### src/rtl/i2a_pkg.sv
// shared types, codes and character tables of the integer to ascii formatter
package i2a_pkg;

    localparam logic [2:0] KIND_SDEC = 3'd0;
    localparam logic [2:0] KIND_UDEC = 3'd1;
    localparam logic [2:0] KIND_HEXL = 3'd2;
    localparam logic [2:0] KIND_HEXU = 3'd3;
    localparam logic [2:0] KIND_PTR  = 3'd4;

    localparam int BIN_W    = 32;
    localparam int BCD_DIGS = 10;
    localparam int BCD_W    = 4 * BCD_DIGS;

    localparam logic [7:0] CHAR_MINUS = 8'h2d;
    localparam logic [7:0] CHAR_ZERO  = 8'h30;
    localparam logic [7:0] CHAR_X     = 8'h78;

    localparam logic [7:0] LOWER_DIGITS [16] = '{
        8'h30, 8'h31, 8'h32, 8'h33, 8'h34, 8'h35, 8'h36, 8'h37,
        8'h38, 8'h39, 8'h61, 8'h62, 8'h63, 8'h64, 8'h65, 8'h66
    };
    localparam logic [7:0] UPPER_DIGITS [16] = '{
        8'h30, 8'h31, 8'h32, 8'h33, 8'h34, 8'h35, 8'h36, 8'h37,
        8'h38, 8'h39, 8'h41, 8'h42, 8'h43, 8'h44, 8'h45, 8'h46
    };

    typedef enum logic [4:0] {
        ST_IDLE = 5'b00001,
        ST_CONV = 5'b00010,
        ST_SKIP = 5'b00100,
        ST_PRE  = 5'b01000,
        ST_EMIT = 5'b10000
    } t_state;

    typedef struct packed {
        logic             load;
        logic [BIN_W-1:0] bin;
    } t_dab_ctrl;

    function automatic logic [7:0] digit_char(input logic [3:0] d, input logic upper);
        logic [7:0] c;
        if (upper) begin
            c = UPPER_DIGITS[d];
        end else begin
            c = LOWER_DIGITS[d];
        end
        return c;
    endfunction

endpackage

### src/rtl/i2a_dabble.sv
// iterative binary to bcd converter, one shift-add-3 step per cycle
module i2a_dabble
    import i2a_pkg::*;
(
    input  logic             i_clk,
    input  logic             i_rst_n,
    input  t_dab_ctrl        i_ctrl,
    output logic             o_done,
    output logic [BCD_W-1:0] o_bcd
);

    localparam int CNT_W = $clog2(BIN_W + 1);

    logic [BIN_W-1:0] r_bin;
    logic [BCD_W-1:0] r_bcd;
    logic [CNT_W-1:0] r_cnt;
    logic [BCD_W-1:0] w_adj;

    always_comb begin
        for (int i = 0; i < BCD_DIGS; i++) begin
            if (r_bcd[4*i +: 4] >= 4'd5) begin
                w_adj[4*i +: 4] = r_bcd[4*i +: 4] + 4'd3;
            end else begin
                w_adj[4*i +: 4] = r_bcd[4*i +: 4];
            end
        end
    end

    always_ff @(posedge i_clk) begin
        if (!i_rst_n) begin
            r_cnt <= '0;
        end else if (i_ctrl.load) begin
            r_cnt <= CNT_W'(BIN_W);
        end else if (r_cnt != '0) begin
            r_cnt <= r_cnt - CNT_W'(1);
        end
    end

    always_ff @(posedge i_clk) begin
        if (i_ctrl.load) begin
            r_bin <= i_ctrl.bin;
            r_bcd <= '0;
        end else if (r_cnt != '0) begin
            r_bcd <= {w_adj[BCD_W-2:0], r_bin[BIN_W-1]};
            r_bin <= {r_bin[BIN_W-2:0], 1'b0};
        end
    end

    assign o_done = (r_cnt == '0);
    assign o_bcd  = r_bcd;

endmodule

### src/rtl/integer_to_ascii_formatter_core.sv
// top level: sequencer, digit buffer and output register of the formatter
//
// Takes one number and a format kind per input word and sends its ascii text
// one character per output word, most significant digit first, with no
// leading zeros and tlast on the final character. Decimal kinds first run a
// shift-add-3 converter over the low 32 bits of the value; then every kind
// skips its leading zero digits one at a time and emits one character at a
// time, waiting while the output register holds a character not yet taken.
// Input is taken only while the sequencer is idle; the last character may
// still wait in the output register then. Kind codes 5 to 7 are taken and
// dropped without output.
module integer_to_ascii_formatter_core
    import i2a_pkg::*;
(
    input  logic        i_clk,
    input  logic        i_rst_n,
    input  logic        s_axis_tvalid,
    output logic        s_axis_tready,
    input  logic [63:0] s_axis_tdata,  // value
    input  logic [2:0]  s_axis_tuser,  // kind
    output logic        m_axis_tvalid,
    input  logic        m_axis_tready,
    output logic [39:0] m_axis_tdata,  // char_code, chars_total
    output logic        m_axis_tlast   // last_char
);

    t_state      r_state, n_state;
    logic [63:0] r_digits, n_digits;
    logic [3:0]  r_idx, n_idx;
    logic [1:0]  r_pre_cnt, n_pre_cnt;
    logic        r_upper, n_upper;
    logic        r_ptr, n_ptr;
    logic [31:0] r_count, n_count;
    logic        r_out_valid, n_out_valid;
    logic [7:0]  r_out_char, n_out_char;
    logic        r_out_last, n_out_last;
    logic [31:0] r_out_total, n_out_total;

    t_dab_ctrl        w_dab;
    logic             w_dab_done;
    logic [BCD_W-1:0] w_bcd;
    logic [3:0]       w_nib;
    logic             w_out_free;
    logic             w_load;
    logic [31:0]      w_low;

    i2a_dabble u_dabble (
        .i_clk   (i_clk),
        .i_rst_n (i_rst_n),
        .i_ctrl  (w_dab),
        .o_done  (w_dab_done),
        .o_bcd   (w_bcd)
    );

    assign s_axis_tready = (r_state == ST_IDLE);
    assign w_low         = s_axis_tdata[31:0];
    assign w_nib         = r_digits[{r_idx, 2'b00} +: 4];
    assign w_out_free    = !r_out_valid || m_axis_tready;

    always_comb begin
        n_state     = r_state;
        n_digits    = r_digits;
        n_idx       = r_idx;
        n_pre_cnt   = r_pre_cnt;
        n_upper     = r_upper;
        n_ptr       = r_ptr;
        n_out_char  = r_out_char;
        n_out_last  = r_out_last;
        w_load      = 1'b0;
        w_dab.load  = 1'b0;
        w_dab.bin   = w_low;
        unique case (r_state)
            ST_IDLE: begin
                if (s_axis_tvalid) begin
                    n_upper   = 1'b0;
                    n_ptr     = 1'b0;
                    n_pre_cnt = 2'd0;
                    unique case (s_axis_tuser)
                        KIND_SDEC: begin
                            w_dab.load = 1'b1;
                            w_dab.bin  = w_low[31] ? 32'(~w_low + 32'd1) : w_low;
                            n_pre_cnt  = {1'b0, w_low[31]};
                            n_idx      = 4'(BCD_DIGS - 1);
                            n_state    = ST_CONV;
                        end
                        KIND_UDEC: begin
                            w_dab.load = 1'b1;
                            n_idx      = 4'(BCD_DIGS - 1);
                            n_state    = ST_CONV;
                        end
                        KIND_HEXL, KIND_HEXU: begin
                            n_digits = {32'd0, w_low};
                            n_idx    = 4'd7;
                            n_upper  = (s_axis_tuser == KIND_HEXU);
                            n_state  = ST_SKIP;
                        end
                        KIND_PTR: begin
                            n_digits  = s_axis_tdata;
                            n_idx     = 4'd15;
                            n_pre_cnt = 2'd2;
                            n_ptr     = 1'b1;
                            n_state   = ST_SKIP;
                        end
                        default: begin
                            n_state = ST_IDLE;
                        end
                    endcase
                end
            end
            ST_CONV: begin
                if (w_dab_done) begin
                    n_digits = {(64 - BCD_W)'(0), w_bcd};
                    n_state  = ST_SKIP;
                end
            end
            ST_SKIP: begin
                if (r_idx != 4'd0 && w_nib == 4'd0) begin
                    n_idx = r_idx - 4'd1;
                end else if (r_pre_cnt != 2'd0) begin
                    n_state = ST_PRE;
                end else begin
                    n_state = ST_EMIT;
                end
            end
            ST_PRE: begin
                if (w_out_free) begin
                    w_load     = 1'b1;
                    n_out_last = 1'b0;
                    if (r_ptr) begin
                        n_out_char = (r_pre_cnt == 2'd2) ? CHAR_ZERO : CHAR_X;
                    end else begin
                        n_out_char = CHAR_MINUS;
                    end
                    n_pre_cnt = r_pre_cnt - 2'd1;
                    if (r_pre_cnt == 2'd1) begin
                        n_state = ST_EMIT;
                    end
                end
            end
            ST_EMIT: begin
                if (w_out_free) begin
                    w_load     = 1'b1;
                    n_out_char = digit_char(w_nib, r_upper);
                    n_out_last = (r_idx == 4'd0);
                    if (r_idx == 4'd0) begin
                        n_state = ST_IDLE;
                    end else begin
                        n_idx = r_idx - 4'd1;
                    end
                end
            end
            default: begin
                n_state = ST_IDLE;
            end
        endcase
    end

    always_comb begin
        n_count     = r_count;
        n_out_total = r_out_total;
        n_out_valid = r_out_valid;
        if (w_load) begin
            n_count     = r_count + 32'd1;
            n_out_total = r_count + 32'd1;
            n_out_valid = 1'b1;
        end else if (m_axis_tready) begin
            n_out_valid = 1'b0;
        end
    end

    always_ff @(posedge i_clk) begin
        if (!i_rst_n) begin
            r_state     <= ST_IDLE;
            r_count     <= '0;
            r_out_valid <= 1'b0;
        end else begin
            r_state     <= n_state;
            r_count     <= n_count;
            r_out_valid <= n_out_valid;
        end
    end

    always_ff @(posedge i_clk) begin
        r_digits    <= n_digits;
        r_idx       <= n_idx;
        r_pre_cnt   <= n_pre_cnt;
        r_upper     <= n_upper;
        r_ptr       <= n_ptr;
        r_out_char  <= n_out_char;
        r_out_last  <= n_out_last;
        r_out_total <= n_out_total;
    end

    assign m_axis_tvalid = r_out_valid;
    assign m_axis_tdata  = {r_out_total, r_out_char};
    assign m_axis_tlast  = r_out_last;

endmodule
### config.mk
export PLATFORM = sky130hd
export DESIGN_NAME = integer_to_ascii_formatter_core
export DESIGN_NICKNAME = d
export VERILOG_FILES = /design/src/rtl/i2a_pkg.sv /design/src/rtl/i2a_dabble.sv /design/src/rtl/integer_to_ascii_formatter_core.sv
export SDC_FILE = /design/constraint.sdc
export NUM_CORES = 1
export LEC_CHECK = 0
export ABC_CLOCK_PERIOD_IN_PS = 7600
export BUFFER_PORTS_ARGS = -buffer_cell sky130_fd_sc_hd__clkbuf_2
export CAP_MARGIN = 25
export CORE_MARGIN = 2
export CORE_UTILIZATION = 64
export DETAILED_ROUTE_END_ITERATION = 16
export MAX_ROUTING_LAYER = met4
export PLACE_DENSITY = 0.85
export REMOVE_ABC_BUFFERS = 1
export SETUP_SLACK_MARGIN = 0.02
export SYNTH_ARGS = -nofsm -noshare
export SYNTH_HDL_FRONTEND = slang
export SYNTH_SLANG_ARGS = --single-unit
export TNS_END_PERCENT = 30
### constraint.sdc
create_clock -name i_clk -period 7.6 [get_ports i_clk]
set_clock_uncertainty 0.15 [all_clocks]
set_input_delay 0.76 -clock i_clk [delete_from_list [all_inputs] [get_ports i_clk]]
set_output_delay 0.76 -clock i_clk [all_outputs]
set_load 0.01 [all_outputs]
==> results of run 1 <==
## final cells by class
cell class | instances | share of cell area (%)
flip-flops and latches | 228 | 46.10
multi-input cells | 841 | 39.68
clock buffers | 32 | 5.273
repair buffers | 122 | 4.975
well taps | 229 | 2.199
inverters | 39 | 1.124
clock inverters | 10 | 0.6531
## worst max-delay path: stages (launching register included)
cell,delay [ns]
edfxtp_1,0.85
mux4_2,0.59
mux2_2,0.28
a21oi_1,0.35
ha_1,0.21
nand2_1,0.08
a21oi_2,0.19
nor2_1,0.06
nor3_1,0.43
## kinds of logic after synthesis
family	after synthesis	synth area share, %
AOI/OAI and AO/OA	209	10.10
buffers and inverters	97	3.437
DFF	228	52.04
muxes	24	3.870
adders and majority gates	31	3.361
other	1	0.03249
and+or+nand+nor	470	19.11
xor gates and xnor gates	106	8.044
## registers in the layout, summed over array words and instances (netlist names), 2 cells and up
register        cells
r_digits           64
r_pre_cnt           2
u_dabble.r_cnt      6
u_dabble.o_bcd     40
r_count            32
r_state             5
r_out_char          7
u_dabble.r_bin     32
r_idx               4
r_out_total        32
## worst paths after layout
path,startpoint,endpoint,slack [ns],cells past startpoint
worst max register to register,r_idx[0]$_SDFFCE_PP1P_,r_idx[0]$_SDFFCE_PP1P_,4.04,8
worst max-delay path,r_idx[0]$_SDFFCE_PP1P_,r_idx[0]$_SDFFCE_PP1P_,4.04,8
worst min-delay path,u_dabble.o_bcd[25]$_SDFFE_PP0P_,u_dabble.o_bcd[25]$_SDFFE_PP0P_,0.33,2
worst min register to register,u_dabble.o_bcd[25]$_SDFFE_PP0P_,u_dabble.o_bcd[25]$_SDFFE_PP0P_,0.33,2
## layout by cell type (no fill, tap or decap), drive strengths merged, types with 3 or more instances in the layout
cell / count
xor2: 52
and3: 34
and4: 9
or4: 4
a211oi: 10
nand3b: 3
and2: 6
nor3b: 10
nor3: 17
o41ai: 6
o31ai: 6
o22ai: 3
mux2: 4
mux2i: 6
nand2: 212
nor2: 89
nand4: 10
buf: 10
dfxtp: 84
nor2b: 3
nor4: 8
clkinv: 8
nand2b: 13
mux4: 14
nand3: 39
edfxtp: 144
ha: 31
o21ai: 103
xnor2: 54
a21oi: 70
clkbuf: 144
inv: 38
or3: 8
## power groups by stage
stage | clock [mW] | sequential, mW | combinational [mW]
2_1_floorplan | 0 | 1.77 | 0.830
3_3_place_gp | 0 | 1.80 | 1.05
3_5_place_dp | 0 | 1.81 | 1.11
4_1_cts | 1.16 | 1.79 | 1.13
5_1_grt | 1.21 | 1.82 | 1.28
6_report | 1.14 | 1.79 | 1.13
## cell usage after synthesis, types with 2 or more instances
| master | number | area share, % |
|---|---|---|
| or3_1 | 8 | 0.43 |
| nor2_1 | 89 | 2.9 |
| mux4_2 | 7 | 1.4 |
| buf_2 | 13 | 0.56 |
| ha_1 | 31 | 3.4 |
| inv_1 | 38 | 1.2 |
| nand2_1 | 212 | 6.9 |
| and3_1 | 34 | 1.8 |
| nor3_1 | 16 | 0.69 |
| mux2i_1 | 6 | 0.52 |
| xor2_1 | 52 | 3.9 |
| buf_1 | 2 | 0.065 |
| mux2_2 | 4 | 0.39 |
| nand3_1 | 39 | 1.7 |
| and2_1 | 6 | 0.33 |
| mux4_1 | 7 | 1.6 |
| nor4_1 | 7 | 0.38 |
| or4_1 | 3 | 0.20 |
| clkbuf_1 | 39 | 1.3 |
| buf_4 | 2 | 0.13 |
| and4_1 | 9 | 0.68 |
| o21ai_1 | 3 | 0.13 |
| o22ai_1 | 3 | 0.16 |
| xnor2_1 | 54 | 4.1 |
| nor2b_1 | 3 | 0.16 |
| a221oi_1 | 2 | 0.15 |
| a21oi_1 | 69 | 3.0 |
| nand4_1 | 10 | 0.54 |
| nor3b_1 | 10 | 0.65 |
| a211oi_1 | 10 | 0.65 |
| dfxtp_1 | 84 | 15 |
| edfxtp_1 | 144 | 37 |
| nand3b_1 | 3 | 0.20 |
| o21ai_0 | 100 | 4.3 |
| nand2b_1 | 13 | 0.70 |
| o31ai_1 | 6 | 0.39 |
| o41ai_1 | 5 | 0.38 |
## through the flow
| stage | util (%) | cell area (um^2) | hold slack [ns] |
|---|---|---|---|
| after floorplan | - | 11290 | 0.2951 |
| after global placement | 68.58 | 12240 | 0.3108 |
| after detailed placement | 68.58 | 12240 | 0.3217 |
| after CTS | 72.91 | 13010 | 0.3324 |
| after global routing | 73.02 | 13030 | 0.3661 |
| final | 73.02 | 13030 | 0.3310 |
## per-layer routing
metal,vias up,global-route usage [%]
li1,4283,-
met1,4300,37.35
met2,413,43.98
met3,70,3.741
met4,0,10.96
met5,-,-
==> run_results.csv, run 1 <==
group,metric,value,unit
cells_and_area,fin_nets,1357,
detailed_routing,drt_iter0_drc,878,
power_and_ir_drop,power_frac_seq,44.1,%
placed_design,dp_hpwl,18030,um
power_and_ir_drop,p_per_area,312.7,nW/um^2
logic_synthesis,synth_flop_cell,"edfxtp_1",
detailed_routing,route.detailed.drc,0,
placed_design,gp_congestion,0.9863,
run_status,outcome,"finished, final reports clean",
cells_and_area,fill_cells,1207,
critical_path,critPathRequiredTime,7.62,ns
placed_design,dp_cells,1458,
logic_synthesis,syn_inst,1166,
power_and_ir_drop,power,4.073,mW
cells_and_area,n_antenna_cell,0,
clock_network,root_buffer,"clkbuf_16",
global_route,antenna_found_initial,0,
clock_network,holdBufCountCts,0,
floorplan,die_w,138.3,um
timing,rsz0062_at_grt,"no",
power_and_ir_drop,netSwitchingFraction,33.04,%
logic_synthesis,syn_area,11540,um^2
critical_path,critPathMaxFanout,13,
clock_network,worstSkewPairLatency,0.53,ns
placed_design,portBuffers,112,
logic_synthesis,synth-seq-cells,228,
clock_network,cts_buffers,23,
floorplan,die_h,138.3,um
timing,setup_ws,4.043,ns
critical_path,end_kind,"flop",
timing,layout_min_cycle_time,3.557,ns
logic_synthesis,syn_avg_cell_area,9.898,um^2
detailed_routing,drt.antenna.violating_nets,0,
cells_and_area,multi_input_area,5169,um^2
floorplan,initial_core_util,64.69,%
detailed_routing,wl_met3,1919,um
logic_synthesis,synth_edf_count,144,
floorplan,placement_rows,49,
clock_network,cts_setup_buffers,0,
clock_network,path_clk_slew,0.06,ns
placed_design,pre_cts_ws,3.968,ns
clock_network,htree_levels,1,
cells_and_area,drive_above_1_share,14.39,%
detailed_routing,num_vias,9066,
power_and_ir_drop,p_sw,1.346,mW
clock_network,clockBufferDepth,3,
clock_network,cts-resized-gates,0,
detailed_routing,wl_per_cell,17.77,um
detailed_routing,dr_wl_met2,12810,um
timing,slew_viol_final,0,
detailed_routing,avgViaCountPerCell,6.040,
detailed_routing,maxUsedRoutingLayer,"met4",
global_route,grt_pass1_vias,8467,
logic_synthesis,yosysSeqAreaShare,52.04,%
detailed_routing,wl_met1,11040,um
cells_and_area,regArea,6006,um^2
detailed_routing,firstDrtPassIters,6,
power_and_ir_drop,vdd_drop_max,0.2292,mV
timing,setup_viol,0,
critical_path,critPathKind,"reg2reg",
worst_hold_path,hold_path_class,"reg2reg",
floorplan,coreArea,17840,um^2
cells_and_area,area_growth,12.88,%
global_route,grt_max_degree,76,
power_and_ir_drop,leakage,5.253,nW
logic_synthesis,synth_cell_types,60,
global_route,grt.overflow.total,0,
timing,relSlewSlack,33.10,%
timing,fmax,0.2812,GHz
power_and_ir_drop,clkPwrFrac,28.1,%
clock_network,cts_tree,"done",
logic_synthesis,async_reset_ff_share,0,%
job,cap_violations,0,
timing,worstMarginPinSlew,1.001,ns
power_and_ir_drop,combinationalPowerShare,27.8,%
critical_path,crit_arrival,3.58,ns
floorplan,die_area,19120,um^2
power_and_ir_drop,p_int,2.727,mW
global_route,grt_use_total,27.97,%
clock_network,cts_sinks,228,
critical_path,worst_setup_path_start_kind,"flop",
logic_synthesis,ys_warn_count,0,
detailed_routing,routed_wl,26670,um
timing,finalCritPeriodShare,46.80,%
cells_and_area,layout.cells.non_filler,1501,
timing,hold_viol,0,
floorplan,boundaryPins,114,
global_route,grt_pass1_wl,42530,um
timing,finalSetupTns,0,ns
Power figures use the tool's default switching activity.
==> run 2, diff against run 1 <==
ABC_CLOCK_PERIOD_IN_PS = 3500   (was 7600)
CORE_UTILIZATION = 60   (was 64)
PLACE_DENSITY = 0.81   (was 0.85)
clock period = 3.5 ns   (was 7.6 ns; I/O delays follow)
==> run 2 against run 1 <==
- routed wire length grew 0.82%
- first-iteration DRC count shrank 15%
- global-route usage shrank 0.54 points
- largest cell class unchanged
==> run_results.csv, run 2 (synthesized netlist as in run 1, its figures left out) <==
group,metric,value,unit
cells_and_area,area_growth,16.08,%
floorplan,die_h,142.7,um
timing,relSlewSlack,44.87,%
detailed_routing,routed_wl,26890,um
critical_path,r2r-start,"r_idx[0]$_SDFFCE_PP1P_",
detailed_routing,num_vias,9025,
cells_and_area,layout.cells.non_filler,1538,
critical_path,worst_path_max_delay_cell,"edfxtp_1",
global_route,antenna_found_initial,0,
clock_network,root_buffer,"clkbuf_16",
critical_path,worst_setup_path_start_kind,"flop",
detailed_routing,wl_per_cell,17.48,um
clock_network,cts_tree,"done",
floorplan,die_w,142.7,um
placed_design,dp_hpwl,18100,um
critical_path,reg2reg_depth,10,
global_route,grt_use_total,27.43,%
floorplan,die_area,20360,um^2
cells_and_area,final_area,13400,um^2
run_status,outcome,"finished, final reports clean",
worst_hold_path,hold_end,"r_digits[38]$_DFFE_PP_",
cells_and_area,regMostFlops,"r_digits",
timing,whs,0.01724,ns
worst_hold_path,hold_path_class,"in2reg",
cells_and_area,drive_above_1_share,14.80,%
power_and_ir_drop,p_per_area,673.0,nW/um^2
worst_hold_path,hp-start,"s_axis_tdata[38]",
critical_path,path_cells,"buf_12 > mux4_2 > nand2_1 > a21oi_1 > a21oi_1 > ha_1 > nand2_1 > a21oi_2 > nor2_1 > nor3_2",
cells_and_area,final_cell_mix,"212 x nand2_1, 144 x edfxtp_1, 112 x clkbuf_2",
global_route,grt_pass1_wl,42850,um
critical_path,critPathMaxFanout,8,
power_and_ir_drop,vdd_drop_max,0.4533,mV
floorplan,coreArea,18770,um^2
power_and_ir_drop,leakage,5.421,nW
critical_path,critPathKind,"reg2reg",
placed_design,dp_cells,1472,
detailed_routing,avgViaCountPerCell,5.868,
timing,finalSetupTns,0,ns
cells_and_area,largest_reg_flops,64,
clock_network,htree_levels,1,
critical_path,critPathRequiredTime,3.54,ns
clock_network,cts_buffers,24,
placed_design,dpl_cell_area,12360,um^2
timing,setup_viol,0,
critical_path,path_buf_inv,1,
detailed_routing,route.detailed.drc,0,
floorplan,placement_rows,50,
detailed_routing,firstDrtPassIters,7,
global_route,grt_max_degree,65,
critical_path,critPathTopFamily,"compound AO/OA/AOI/OAI gates",
placed_design,portBuffers,112,
clock_network,path_clk_slew,0.06,ns
placed_design,pre_cts_ws,0.2388,ns
clock_network,worstSkewPairLatency,0.52,ns
timing,worstMarginPinSlew,0.8193,ns
clock_network,cts_sinks,228,
timing,fmax,0.3207,GHz
worst_hold_path,min_path_cells,3,
job,cap_violations,0,
clock_network,clockBufferDepth,3,
global_route,grt_pass1_vias,8574,
cells_and_area,n_antenna_cell,0,
detailed_routing,drt_iter0_drc,748,
cells_and_area,fin_nets,1388,
floorplan,initial_core_util,61.49,%
critical_path,end_kind,"flop",
cells_and_area,final_common_cell,"nand2_1",
detailed_routing,drt.antenna.violating_nets,0,
timing,finalCritPeriodShare,89.09,%
timing,setup_ws,0.3817,ns
critical_path,r2r_slack,0.38,ns
critical_path,crit_arrival,3.16,ns
placed_design,gp_congestion,0.9041,
timing,layout_min_cycle_time,3.118,ns
critical_path,reg2reg_to,"r_idx[3]$_DFFE_PP_",
global_route,grt.overflow.total,0,
critical_path,slowest_delay,0.62,ns
timing,slew_viol_final,0,
timing,rsz0062_at_grt,"no",
floorplan,boundaryPins,114,
timing,hold_viol,0,
cells_and_area,utilization,71.38,%
power_and_ir_drop,power,9.016,mW
==> run 2: worst min-delay path: stages <==
cell and delay, ns:
clkbuf_2 0.09, nand3_1 0.07, nand2_1 0.07
==> run 2: layer usage <==
metal | GRT usage, % | vias to the layer above | part of all wire (%)
met3 | 5.164 | 82 | 7.7
met5 | - | - | 0
met1 | 35.28 | 4210 | 41
met4 | 11.20 | 0 | 3.7
met2 | 43.19 | 383 | 47
li1 | - | 4350 | -
==> run 2: worst max-delay path by stage <==
stage / startpoint / end / slack (ns) / cells past startpoint
floorplan: r_state[3]$_SDFFE_PN0P_ / r_digits[0]$_DFFE_PP_ / -2.42 / 3
detailed placement: r_idx[0]$_SDFFCE_PP1P_ / r_idx[0]$_SDFFCE_PP1P_ / 0.24 / 8
global placement: r_idx[0]$_SDFFCE_PP1P_ / r_idx[0]$_SDFFCE_PP1P_ / 0.36 / 8
CTS: r_idx[2]$_DFFE_PP_ / r_idx[0]$_SDFFCE_PP1P_ / 0.22 / 6
global route: r_idx[0]$_SDFFCE_PP1P_ / r_idx[2]$_DFFE_PP_ / 0.20 / 10
finish: r_idx[0]$_SDFFCE_PP1P_ / r_idx[3]$_DFFE_PP_ / 0.38 / 10
==> run 2: layout make-up <==
class / count / area [um^2]
Sequential cell: 228 / 6006
Fill cell: 1327 / 5371
Multi-Input combinational cell: 841 / 5174
Timing Repair Buffer: 152 / 965.9
Clock buffer: 37 / 720.7
Tap cell: 234 / 292.8
Inverter: 39 / 146.4
Clock inverter: 7 / 91.34
==> run 2: power by group <==
| group | internal, mW | switching (mW) | leakage (nW) | total, mW |
|---|---|---|---|---|
| combinational | 1.00 | 1.51 | 2.92 | 2.51 |
| clock | 1.57 | 1.03 | 0.397 | 2.60 |
| sequential | 3.51 | 0.391 | 2.10 | 3.90 |
| total | 6.08 | 2.94 | 5.42 | 9.02 |
==> run 2: repair_timing <==
action | 4_1_cts | 5_1_grt
setup buffers | 0 | 0
gates resized for setup | 0 | 1
setup endpoints to repair | 0 | 4
hold endpoints to repair | 21 | 0
hold buffers | 22 | 0
